### config.mk
export PLATFORM = sky130hd
export DESIGN_NAME = stack_buffer_allocator_unit
export DESIGN_NICKNAME = d
export VERILOG_FILES = /design/src/hdl/sba_pkg.sv /design/src/hdl/sba_ctrl.sv /design/src/hdl/sba_dp.sv /design/src/hdl/stack_buffer_allocator_unit.sv
export SDC_FILE = /design/constraint.sdc
export NUM_CORES = 1
export LEC_CHECK = 0
export BUFFER_PORTS_ARGS = -buffer_cell sky130_fd_sc_hd__buf_2
export CAP_MARGIN = 20
export CORE_MARGIN = 5
export CORE_UTILIZATION = 55
export CTS_BUF_LIST = sky130_fd_sc_hd__clkbuf_4 sky130_fd_sc_hd__clkbuf_8 sky130_fd_sc_hd__clkbuf_16
export CTS_CLUSTER_SIZE = 30
export DETAILED_ROUTE_END_ITERATION = 16
export PLACE_DENSITY = 0.74
export SKIP_LAST_GASP = 1
export SYNTH_ARGS = -nofsm -noshare
export SYNTH_HDL_FRONTEND = slang
export SYNTH_SLANG_ARGS = --single-unit
### constraint.sdc
create_clock -name clock -period 14.4 [get_ports clock]
set_clock_uncertainty 0.05 [all_clocks]
set_input_delay 4.32 -clock clock [delete_from_list [all_inputs] [get_ports clock]]
set_output_delay 4.32 -clock clock [all_outputs]
set_load 0.01 [all_outputs]
### src/hdl/sba_pkg.sv
`timescale 1ns / 1ps

package sba_pkg;

   typedef enum logic [1:0] {
      KIND_ALLOC = 2'd0,
      KIND_FREE  = 2'd1,
      KIND_CHECK = 2'd2,
      KIND_NONE  = 2'd3
   } kind_type;

   typedef enum logic [2:0] {
      ST_OK        = 3'd0,
      ST_SUBST     = 3'd1,
      ST_FULL      = 3'd2,
      ST_EXHAUSTED = 3'd3,
      ST_FREE_EMPTY = 3'd4,
      ST_MISMATCH  = 3'd5,
      ST_OUTSTANDING = 3'd6
   } status_type;

   localparam int unsigned KIND_W   = 2;
   localparam int unsigned SIZE_W   = 16;
   localparam int unsigned ADDR_W   = 32;
   localparam int unsigned LEN_W    = 12;
   localparam int unsigned STATUS_W = 3;

   localparam logic [SIZE_W-1:0] SUBST_BYTES = 16'd28;
   localparam logic [SIZE_W-1:0] ALIGN_MASK  = 16'hfffc;
   localparam logic [SIZE_W-1:0] ALIGN_ADD   = 16'd3;

   typedef struct packed {
      logic capture;
      logic commit;
   } dp_cmd_type;

endpackage

### src/hdl/sba_ctrl.sv
`timescale 1ns / 1ps

module sba_ctrl
   import sba_pkg::*;
(
   input  logic       clock,
   input  logic       reset,
   input  logic       start,
   output logic       busy,
   output dp_cmd_type dp_cmd,
   output logic       rsp_valid
);

   typedef enum logic {
      S_IDLE,
      S_EXEC
   } state_type;

   state_type state_ff;
   state_type state_in;
   logic      valid_ff;
   logic      valid_in;

   always_comb begin
      state_in       = state_ff;
      valid_in       = 1'b0;
      dp_cmd.capture = 1'b0;
      dp_cmd.commit  = 1'b0;
      case (state_ff)
         S_IDLE: begin
            if (start) begin
               dp_cmd.capture = 1'b1;
               state_in       = S_EXEC;
            end
         end
         S_EXEC: begin
            dp_cmd.commit = 1'b1;
            valid_in      = 1'b1;
            state_in      = S_IDLE;
         end
         default: begin
            state_in = S_IDLE;
         end
      endcase
   end

   always_ff @(posedge clock) begin
      if (reset) begin
         state_ff <= S_IDLE;
         valid_ff <= 1'b0;
      end else begin
         state_ff <= state_in;
         valid_ff <= valid_in;
      end
   end

   assign busy      = (state_ff != S_IDLE);
   assign rsp_valid = valid_ff;

   a_accept_exec : assert property (@(posedge clock) disable iff (reset)
      (start && !busy) |=> busy)
      else $error("accepted beat did not enter execute");

   a_exec_once : assert property (@(posedge clock) disable iff (reset)
      busy |=> (!busy && rsp_valid))
      else $error("execute did not end in one cycle with a result");

   a_rsp_origin : assert property (@(posedge clock) disable iff (reset)
      rsp_valid |-> $past(busy))
      else $error("result beat without execute");

endmodule

### src/hdl/sba_dp.sv
`timescale 1ns / 1ps

module sba_dp
   import sba_pkg::*;
#(
   parameter int unsigned MAX_BLOCKS = 16,
   parameter int unsigned POOL_BYTES = 2048
)
(
   input  logic                clock,
   input  logic                reset,
   input  dp_cmd_type          dp_cmd,
   input  logic                csr_wr_en,
   input  logic [ADDR_W-1:0]   csr_wr_data,
   input  logic [KIND_W-1:0]   req_kind,
   input  logic [SIZE_W-1:0]   req_size,
   input  logic [ADDR_W-1:0]   req_free_addr,
   output logic [ADDR_W-1:0]   rsp_block_addr,
   output logic [LEN_W-1:0]    rsp_granted_size,
   output logic [STATUS_W-1:0] rsp_status,
   output logic                rsp_is_empty
);

   localparam int unsigned IDX_W   = (MAX_BLOCKS > 1) ? $clog2(MAX_BLOCKS) : 1;
   localparam int unsigned DEPTH_W = $clog2(MAX_BLOCKS + 1);
   localparam logic [DEPTH_W-1:0] DEPTH_MAX = DEPTH_W'(MAX_BLOCKS);
   localparam logic [SIZE_W:0]    POOL_LIM  = (SIZE_W + 1)'(POOL_BYTES);

   logic [LEN_W-1:0] len_mem [MAX_BLOCKS];

   logic [ADDR_W-1:0]   base_ff;
   logic [DEPTH_W-1:0]  depth_ff, depth_in;
   logic [SIZE_W-1:0]   used_ff, used_in;
   logic [LEN_W-1:0]    top_len_ff;
   kind_type            kind_ff;
   logic [SIZE_W-1:0]   size_ff;
   logic [ADDR_W-1:0]   faddr_ff;

   logic [ADDR_W-1:0]   addr_ff, addr_in;
   logic [LEN_W-1:0]    granted_ff, granted_in;
   status_type          status_ff, status_in;
   logic                empty_ff, empty_in;

   logic                push;
   logic [IDX_W-1:0]    rd_idx;
   logic [IDX_W-1:0]    wr_idx;
   logic [DEPTH_W-1:0]  depth_dec;

   logic                subst;
   logic [SIZE_W-1:0]   size_eff;
   logic [SIZE_W-1:0]   len_raw;
   logic [SIZE_W-1:0]   len_rnd;
   logic [SIZE_W:0]     used_sum;
   logic [SIZE_W-1:0]   used_pop;
   logic [ADDR_W-1:0]   addr_push;
   logic [ADDR_W-1:0]   addr_pop;

   function automatic logic req_size_chk(input logic [SIZE_W-1:0] sz);
      req_size_chk = (sz == '0) || ({1'b0, sz} > POOL_LIM);
   endfunction

   assign depth_dec = depth_ff - DEPTH_W'(1);
   assign rd_idx    = depth_dec[IDX_W-1:0];
   assign wr_idx    = depth_ff[IDX_W-1:0];

   assign subst     = (req_size_chk(size_ff));
   assign size_eff  = subst ? '0 : size_ff;
   assign len_raw   = subst ? SUBST_BYTES : size_ff;
   assign len_rnd   = (len_raw + ALIGN_ADD) & ALIGN_MASK;
   assign used_sum  = {1'b0, used_ff} + {1'b0, len_rnd};
   assign used_pop  = used_ff - {{(SIZE_W-LEN_W){1'b0}}, top_len_ff};
   assign addr_push = base_ff + {{(ADDR_W-SIZE_W){1'b0}}, used_ff};
   assign addr_pop  = base_ff + {{(ADDR_W-SIZE_W){1'b0}}, used_pop};

   always_comb begin
      push       = 1'b0;
      depth_in   = depth_ff;
      used_in    = used_ff;
      addr_in    = '0;
      granted_in = '0;
      status_in  = ST_OK;
      empty_in   = 1'b0;
      case (kind_ff)
         KIND_ALLOC: begin
            addr_in    = addr_push;
            granted_in = size_eff[LEN_W-1:0];
            if (depth_ff == DEPTH_MAX) begin
               status_in = ST_FULL;
            end else begin
               push     = 1'b1;
               depth_in = depth_ff + DEPTH_W'(1);
               used_in  = used_sum[SIZE_W-1:0];
               if (used_sum > POOL_LIM) begin
                  status_in = ST_EXHAUSTED;
               end else if (subst) begin
                  status_in = ST_SUBST;
               end
            end
         end
         KIND_FREE: begin
            if (depth_ff == '0) begin
               status_in = ST_FREE_EMPTY;
            end else begin
               addr_in  = addr_pop;
               depth_in = depth_dec;
               used_in  = used_pop;
               if (faddr_ff != addr_pop) begin
                  status_in = ST_MISMATCH;
               end
            end
         end
         KIND_CHECK: begin
            if (depth_ff == '0) begin
               empty_in = 1'b1;
            end else begin
               status_in = ST_OUTSTANDING;
               depth_in  = '0;
               used_in   = '0;
            end
         end
         default: begin
         end
      endcase
   end

   always_ff @(posedge clock) begin
      top_len_ff <= len_mem[rd_idx];
      if (dp_cmd.commit && push) begin
         len_mem[wr_idx] <= len_rnd[LEN_W-1:0];
      end
   end

   always_ff @(posedge clock) begin
      if (dp_cmd.capture) begin
         kind_ff  <= kind_type'(req_kind);
         size_ff  <= req_size;
         faddr_ff <= req_free_addr;
      end
      if (dp_cmd.commit) begin
         addr_ff    <= addr_in;
         granted_ff <= granted_in;
         status_ff  <= status_in;
         empty_ff   <= empty_in;
      end
   end

   always_ff @(posedge clock) begin
      if (reset) begin
         base_ff  <= '0;
         depth_ff <= '0;
         used_ff  <= '0;
      end else begin
         if (csr_wr_en) begin
            base_ff <= csr_wr_data;
         end
         if (dp_cmd.commit) begin
            depth_ff <= depth_in;
            used_ff  <= used_in;
         end
      end
   end

   assign rsp_block_addr   = addr_ff;
   assign rsp_granted_size = granted_ff;
   assign rsp_status       = status_ff;
   assign rsp_is_empty     = empty_ff;

   a_depth_range : assert property (@(posedge clock) disable iff (reset)
      depth_ff <= DEPTH_MAX)
      else $error("stack depth beyond table size");

   a_depth_quiet : assert property (@(posedge clock) disable iff (reset)
      !$past(dp_cmd.commit) |-> $stable(depth_ff) && $stable(used_ff))
      else $error("stack state moved without commit");

   a_empty_zero : assert property (@(posedge clock) disable iff (reset)
      (depth_ff == '0) |-> (used_ff == '0))
      else $error("bytes in use with empty stack");

endmodule

### src/hdl/stack_buffer_allocator_unit.sv
`timescale 1ns / 1ps
// Channel   Ports                                             Handshake
// request   req_kind, req_size, req_free_addr                 start && !busy
// result    rsp_block_addr, rsp_granted_size, rsp_status,     rsp_valid, one cycle
//           rsp_is_empty
// config    csr_wr_data (pool_base)                           csr_wr_en
//
// Each beat is accepted, then executed against the length stack, whose top
// entry is read from a registered memory port in the accept cycle.
// The result shows in the cycle after execute; a new beat may be accepted then.
// Synchronous reset clears depth, bytes in use and pool_base; stack memory
// contents are not cleared. The receiver cannot stall results.

module stack_buffer_allocator_unit
   import sba_pkg::*;
#(
   parameter int unsigned MAX_BLOCKS = 16,
   parameter int unsigned POOL_BYTES = 2048
)
(
   input  logic                clock,
   input  logic                reset,
   input  logic                start,
   output logic                busy,
   input  logic [KIND_W-1:0]   req_kind,
   input  logic [SIZE_W-1:0]   req_size,
   input  logic [ADDR_W-1:0]   req_free_addr,
   output logic                rsp_valid,
   output logic [ADDR_W-1:0]   rsp_block_addr,
   output logic [LEN_W-1:0]    rsp_granted_size,
   output logic [STATUS_W-1:0] rsp_status,
   output logic                rsp_is_empty,
   input  logic                csr_wr_en,
   input  logic [ADDR_W-1:0]   csr_wr_data
);

   dp_cmd_type dp_cmd;

   sba_ctrl u_ctrl (
      .clock     (clock),
      .reset     (reset),
      .start     (start),
      .busy      (busy),
      .dp_cmd    (dp_cmd),
      .rsp_valid (rsp_valid)
   );

   sba_dp #(
      .MAX_BLOCKS (MAX_BLOCKS),
      .POOL_BYTES (POOL_BYTES)
   ) u_dp (
      .clock            (clock),
      .reset            (reset),
      .dp_cmd           (dp_cmd),
      .csr_wr_en        (csr_wr_en),
      .csr_wr_data      (csr_wr_data),
      .req_kind         (req_kind),
      .req_size         (req_size),
      .req_free_addr    (req_free_addr),
      .rsp_block_addr   (rsp_block_addr),
      .rsp_granted_size (rsp_granted_size),
      .rsp_status       (rsp_status),
      .rsp_is_empty     (rsp_is_empty)
   );

endmodule
==> impl_metrics.json <==
{
  "die_x_um": 182,
  "cts_tree": "built",
  "hold_path.class": "flop to flop",
  "areaGrowthSynthToFinish_pct": 13.6,
  "p_int_w": 0.00169,
  "post_cts.repair.setup_buffers": 0,
  "seqPwrFrac_pct": 44.3,
  "critPathCaptureType": "flop",
  "clock-root-buffer": "clkbuf_16",
  "drive_gt1_share_pct": 20.6,
  "hold-path-endpoint": "u_dp.base_ff[12]",
  "leakage_nw": 7.08,
  "hpwl_um": 29100,
  "place_area_sq_mm": 0.0174,
  "p_sw_w": 0.000677,
  "synth_edf_count": 258,
  "die_y_um": 182,
  "period_share_pct": 39.1,
  "power_switching_share_pct": 28.6,
  "cts_resized": 0,
  "power_density_mw_per_mm2": 128,
  "final_hold_viol_count": 0,
  "crit_type": "flop to flop",
  "grt_pass1_vias": 11217,
  "pwr-share-comb_pct": 20.2,
  "status": "completed",
  "num_vias": 11527,
  "required_ps": 14620,
  "fin_ws_ps": 8770,
  "arrival_ps": 5850,
  "r2r_cells": 19,
  "rows": 63,
  "htree_levels": 2,
  "pre_cts_ws_ps": 8720,
  "wl_per_cell_um": 22.1,
  "ir_worst_vdd_uv": 152,
  "drt_iter0_markers": 1382,
  "postCtsHoldBufs": 0,
  "grt_overflow_total": 0,
  "grt_pass1_wl_um": 63700,
  "syn_avg_cell_area_sq_um": 12.3,
  "ios": 136,
  "worstHoldStart": "u_dp.base_ff[12]",
  "drt-total-wl_um": 41400,
  "rrSetupSlack_ps": 8770,
  "synth_area_sq_mm": 0.0163,
  "tightestPinTransition_ps": 1140,
  "synthFlopType": "edfxtp_1",
  "slew_violations": 0,
  "synthCells": 1325,
  "drt-pass1-iter-count": 6,
  "cp-start-kind": "flop",
  "r2r-end": "u_dp.rsp_status[0]",
  "async_flop_share_pct": 0,
  "place_congestion": 0.933,
  "synthTopCellsByArea": "edfxtp_1 (47%), dfxtp_1 (7.7%), mux4_2 (6.9%)",
  "cts.sinks": 321,
  "rsz0062_at_grt": "false",
  "synth_area_leader_cell": "edfxtp_1",
  "ys_seq_area_share_pct": 55.1,
  "crit_fanout": 9,
  "grt_max_degree": 54,
  "viasPerCell": 6.15,
  "yosysWarnings": 0,
  "antenna_found_initial": 1,
  "relSlewSlack_pct": 23.5,
  "clock_power_share_pct": 35.5,
  "cts.clk_slew.worst_paths_ps": 60,
  "maxCapViolations": 0,
  "tns_ps": 0,
  "ys_seq_elements": 321,
  "fmax_mhz": 178,
  "synthDistinctLibCells": 94,
  "start_util_pct": 55.4,
  "min_period_ps": 5630,
  "rr_startpoint": "u_dp.top_len_ff[3]",
  "clk_path_buf_depth": 3,
  "core_area_sq_mm": 0.0295,
  "nets": 1606,
  "drc": 0,
  "final_common_cell": "edfxtp_1",
  "ant_nets": 0,
  "final_cell_area_sq_mm": 0.0186,
  "setup_viol": 0,
  "synth_top_area_share_pct": 47.4,
  "clock_latency_ps": 540,
  "final_cell_mix": "edfxtp_1 (258), buf_2 (135), nor2_1 (132)",
  "hold_depth": 2,
  "die_area_sq_mm": 0.0333,
  "port_buffers": 135,
  "numCtsBuffers": 34,
  "grtUsageTotal_pct": 24.4
}
## critical path: stages, from the launching register on
cell and delay (ps):
dfxtp_1 360, inv_1 50, ha_1 280, nor2b_1 130, o21ai_0 200, a21boi_0 150
o21ai_0 390, a211oi_1 170, nor4_1 520, xor2_1 180, ha_1 490, nand2_1 150
o311ai_0 420, a21oi_1 180, o211ai_2 150, o2111ai_1 130, a2111o_1 450, or4_4 530
nor3_2 260, o31ai_1 110
## cell families (layout without fill, tap and decap cells)
group / count (synthesis) / in the layout / synth area share (%)
AOI/OAI and AO/OA: 274 / 274 / 11.7
xor gates and xnor gates: 79 / 79 / 4.49
adders and majority gates: 63 / 63 / 4.92
buffers and inverters: 117 / 271 / 3.06
DFF: 321 / 321 / 55.1
muxes: 87 / 87 / 9.17
other: 1 / 5 / 0.0230
and+or+nand+nor: 383 / 383 / 11.5
## sequential cells by signal (all words and copies together) (netlist names)
| register | cells |
|---|---|
| u_dp.rsp_status | 3 |
| u_dp.rsp_granted_size | 12 |
| u_dp.depth_ff | 5 |
| u_ctrl.rsp_valid | 1 |
| u_ctrl.busy | 1 |
| u_dp.size_ff | 16 |
| u_dp.rsp_is_empty | 1 |
| u_dp.base_ff | 32 |
| u_dp.top_len_ff | 10 |
| u_dp.rsp_block_addr | 32 |
| u_dp.used_ff | 14 |
| u_dp.kind_ff | 2 |
| u_dp.faddr_ff | 32 |
| u_dp.len_mem | 160 |
## metrics by stage
| stage | std cells | power [W] | hold slack [ps] | utilization [%] |
|---|---|---|---|---|
| 2_1_floorplan | 1328 | 0.00143 | 444 | - |
| 3_3_place_gp | 1805 | 0.00153 | 466 | 58.9 |
| 3_5_place_dp | 1805 | 0.00154 | 485 | 58.9 |
| 4_1_cts | 1866 | 0.00237 | 502 | 62.6 |
| 5_1_grt | 1872 | 0.00247 | 524 | 62.9 |
| 6_report | 1873 | 0.00237 | 503 | 63.0 |
## power by group through the flow
stage               Clock [W]  Combinational (W)  Sequential, W
floorplan                   0           0.000363        0.00106
global placement            0           0.000466        0.00107
detailed placement          0           0.000469        0.00107
CTS                  0.000853           0.000472        0.00105
global route         0.000897           0.000521        0.00105
finish               0.000841           0.000480        0.00105
## final cells by class
| type | count | area, sq um |
|---|---|---|
| Antenna cell | 1 | 2.50 |
| Multi-Input combinational cell | 890 | 6870 |
| Clock inverter | 14 | 116 |
| Timing Repair Buffer | 160 | 913 |
| Clock buffer | 47 | 967 |
| Fill cell | 2282 | 10900 |
| Sequential cell | 321 | 9010 |
| Inverter | 50 | 188 |
| Tap cell | 390 | 488 |
## per-layer routing
| layer | share of wire (%) | track usage [%] | wire, um |
|---|---|---|---|
| met5 | 0.017 | 0 | 7 |
| met4 | 2.9 | 7.27 | 1210 |
| met3 | 7.3 | 3.89 | 3040 |
| met2 | 49 | 40.6 | 20100 |
| met1 | 41 | 33.6 | 17100 |
## synthesized netlist by cell type (4+ instances only)
library cell	number
edfxtp_1	258
nor2_1	132
nand2_1	70
dfxtp_1	63
ha_1	61
a21oi_1	60
mux4_2	50
inv_1	49
o21ai_0	45
clkbuf_1	43
xnor2_1	40
mux2i_1	36
xor2_1	36
nor3_1	34
nand3_1	24
and3_1	22
o22ai_1	18
a211oi_1	16
nand4_1	15
nor2b_1	15
nand2b_1	13
o211ai_1	13
a31oi_1	11
o2111ai_1	10
o21a_1	10
a21o_1	8
and2_1	8
or3_1	8
buf_1	7
buf_4	7
nor4_1	7
o221ai_1	7
a21boi_0	6
a32oi_1	6
buf_2	6
nor3b_1	6
a221oi_1	5
and4_1	5
o32ai_1	5
or2_2	5
a22o_1	4
o31ai_1	4
## worst max path at each step
stage / start / to
CTS: u_dp.top_len_ff[3] / u_dp.rsp_status[0]
global route: u_dp.top_len_ff[3] / u_dp.rsp_status[2]
detailed placement: csr_wr_en / u_dp.base_ff[13]
floorplan: start / u_dp.faddr_ff[0]
finish: u_dp.top_len_ff[3] / u_dp.rsp_status[0]
global placement: csr_wr_en / u_dp.base_ff[4]
Note: power is estimated with default switching activity, not from simulation.
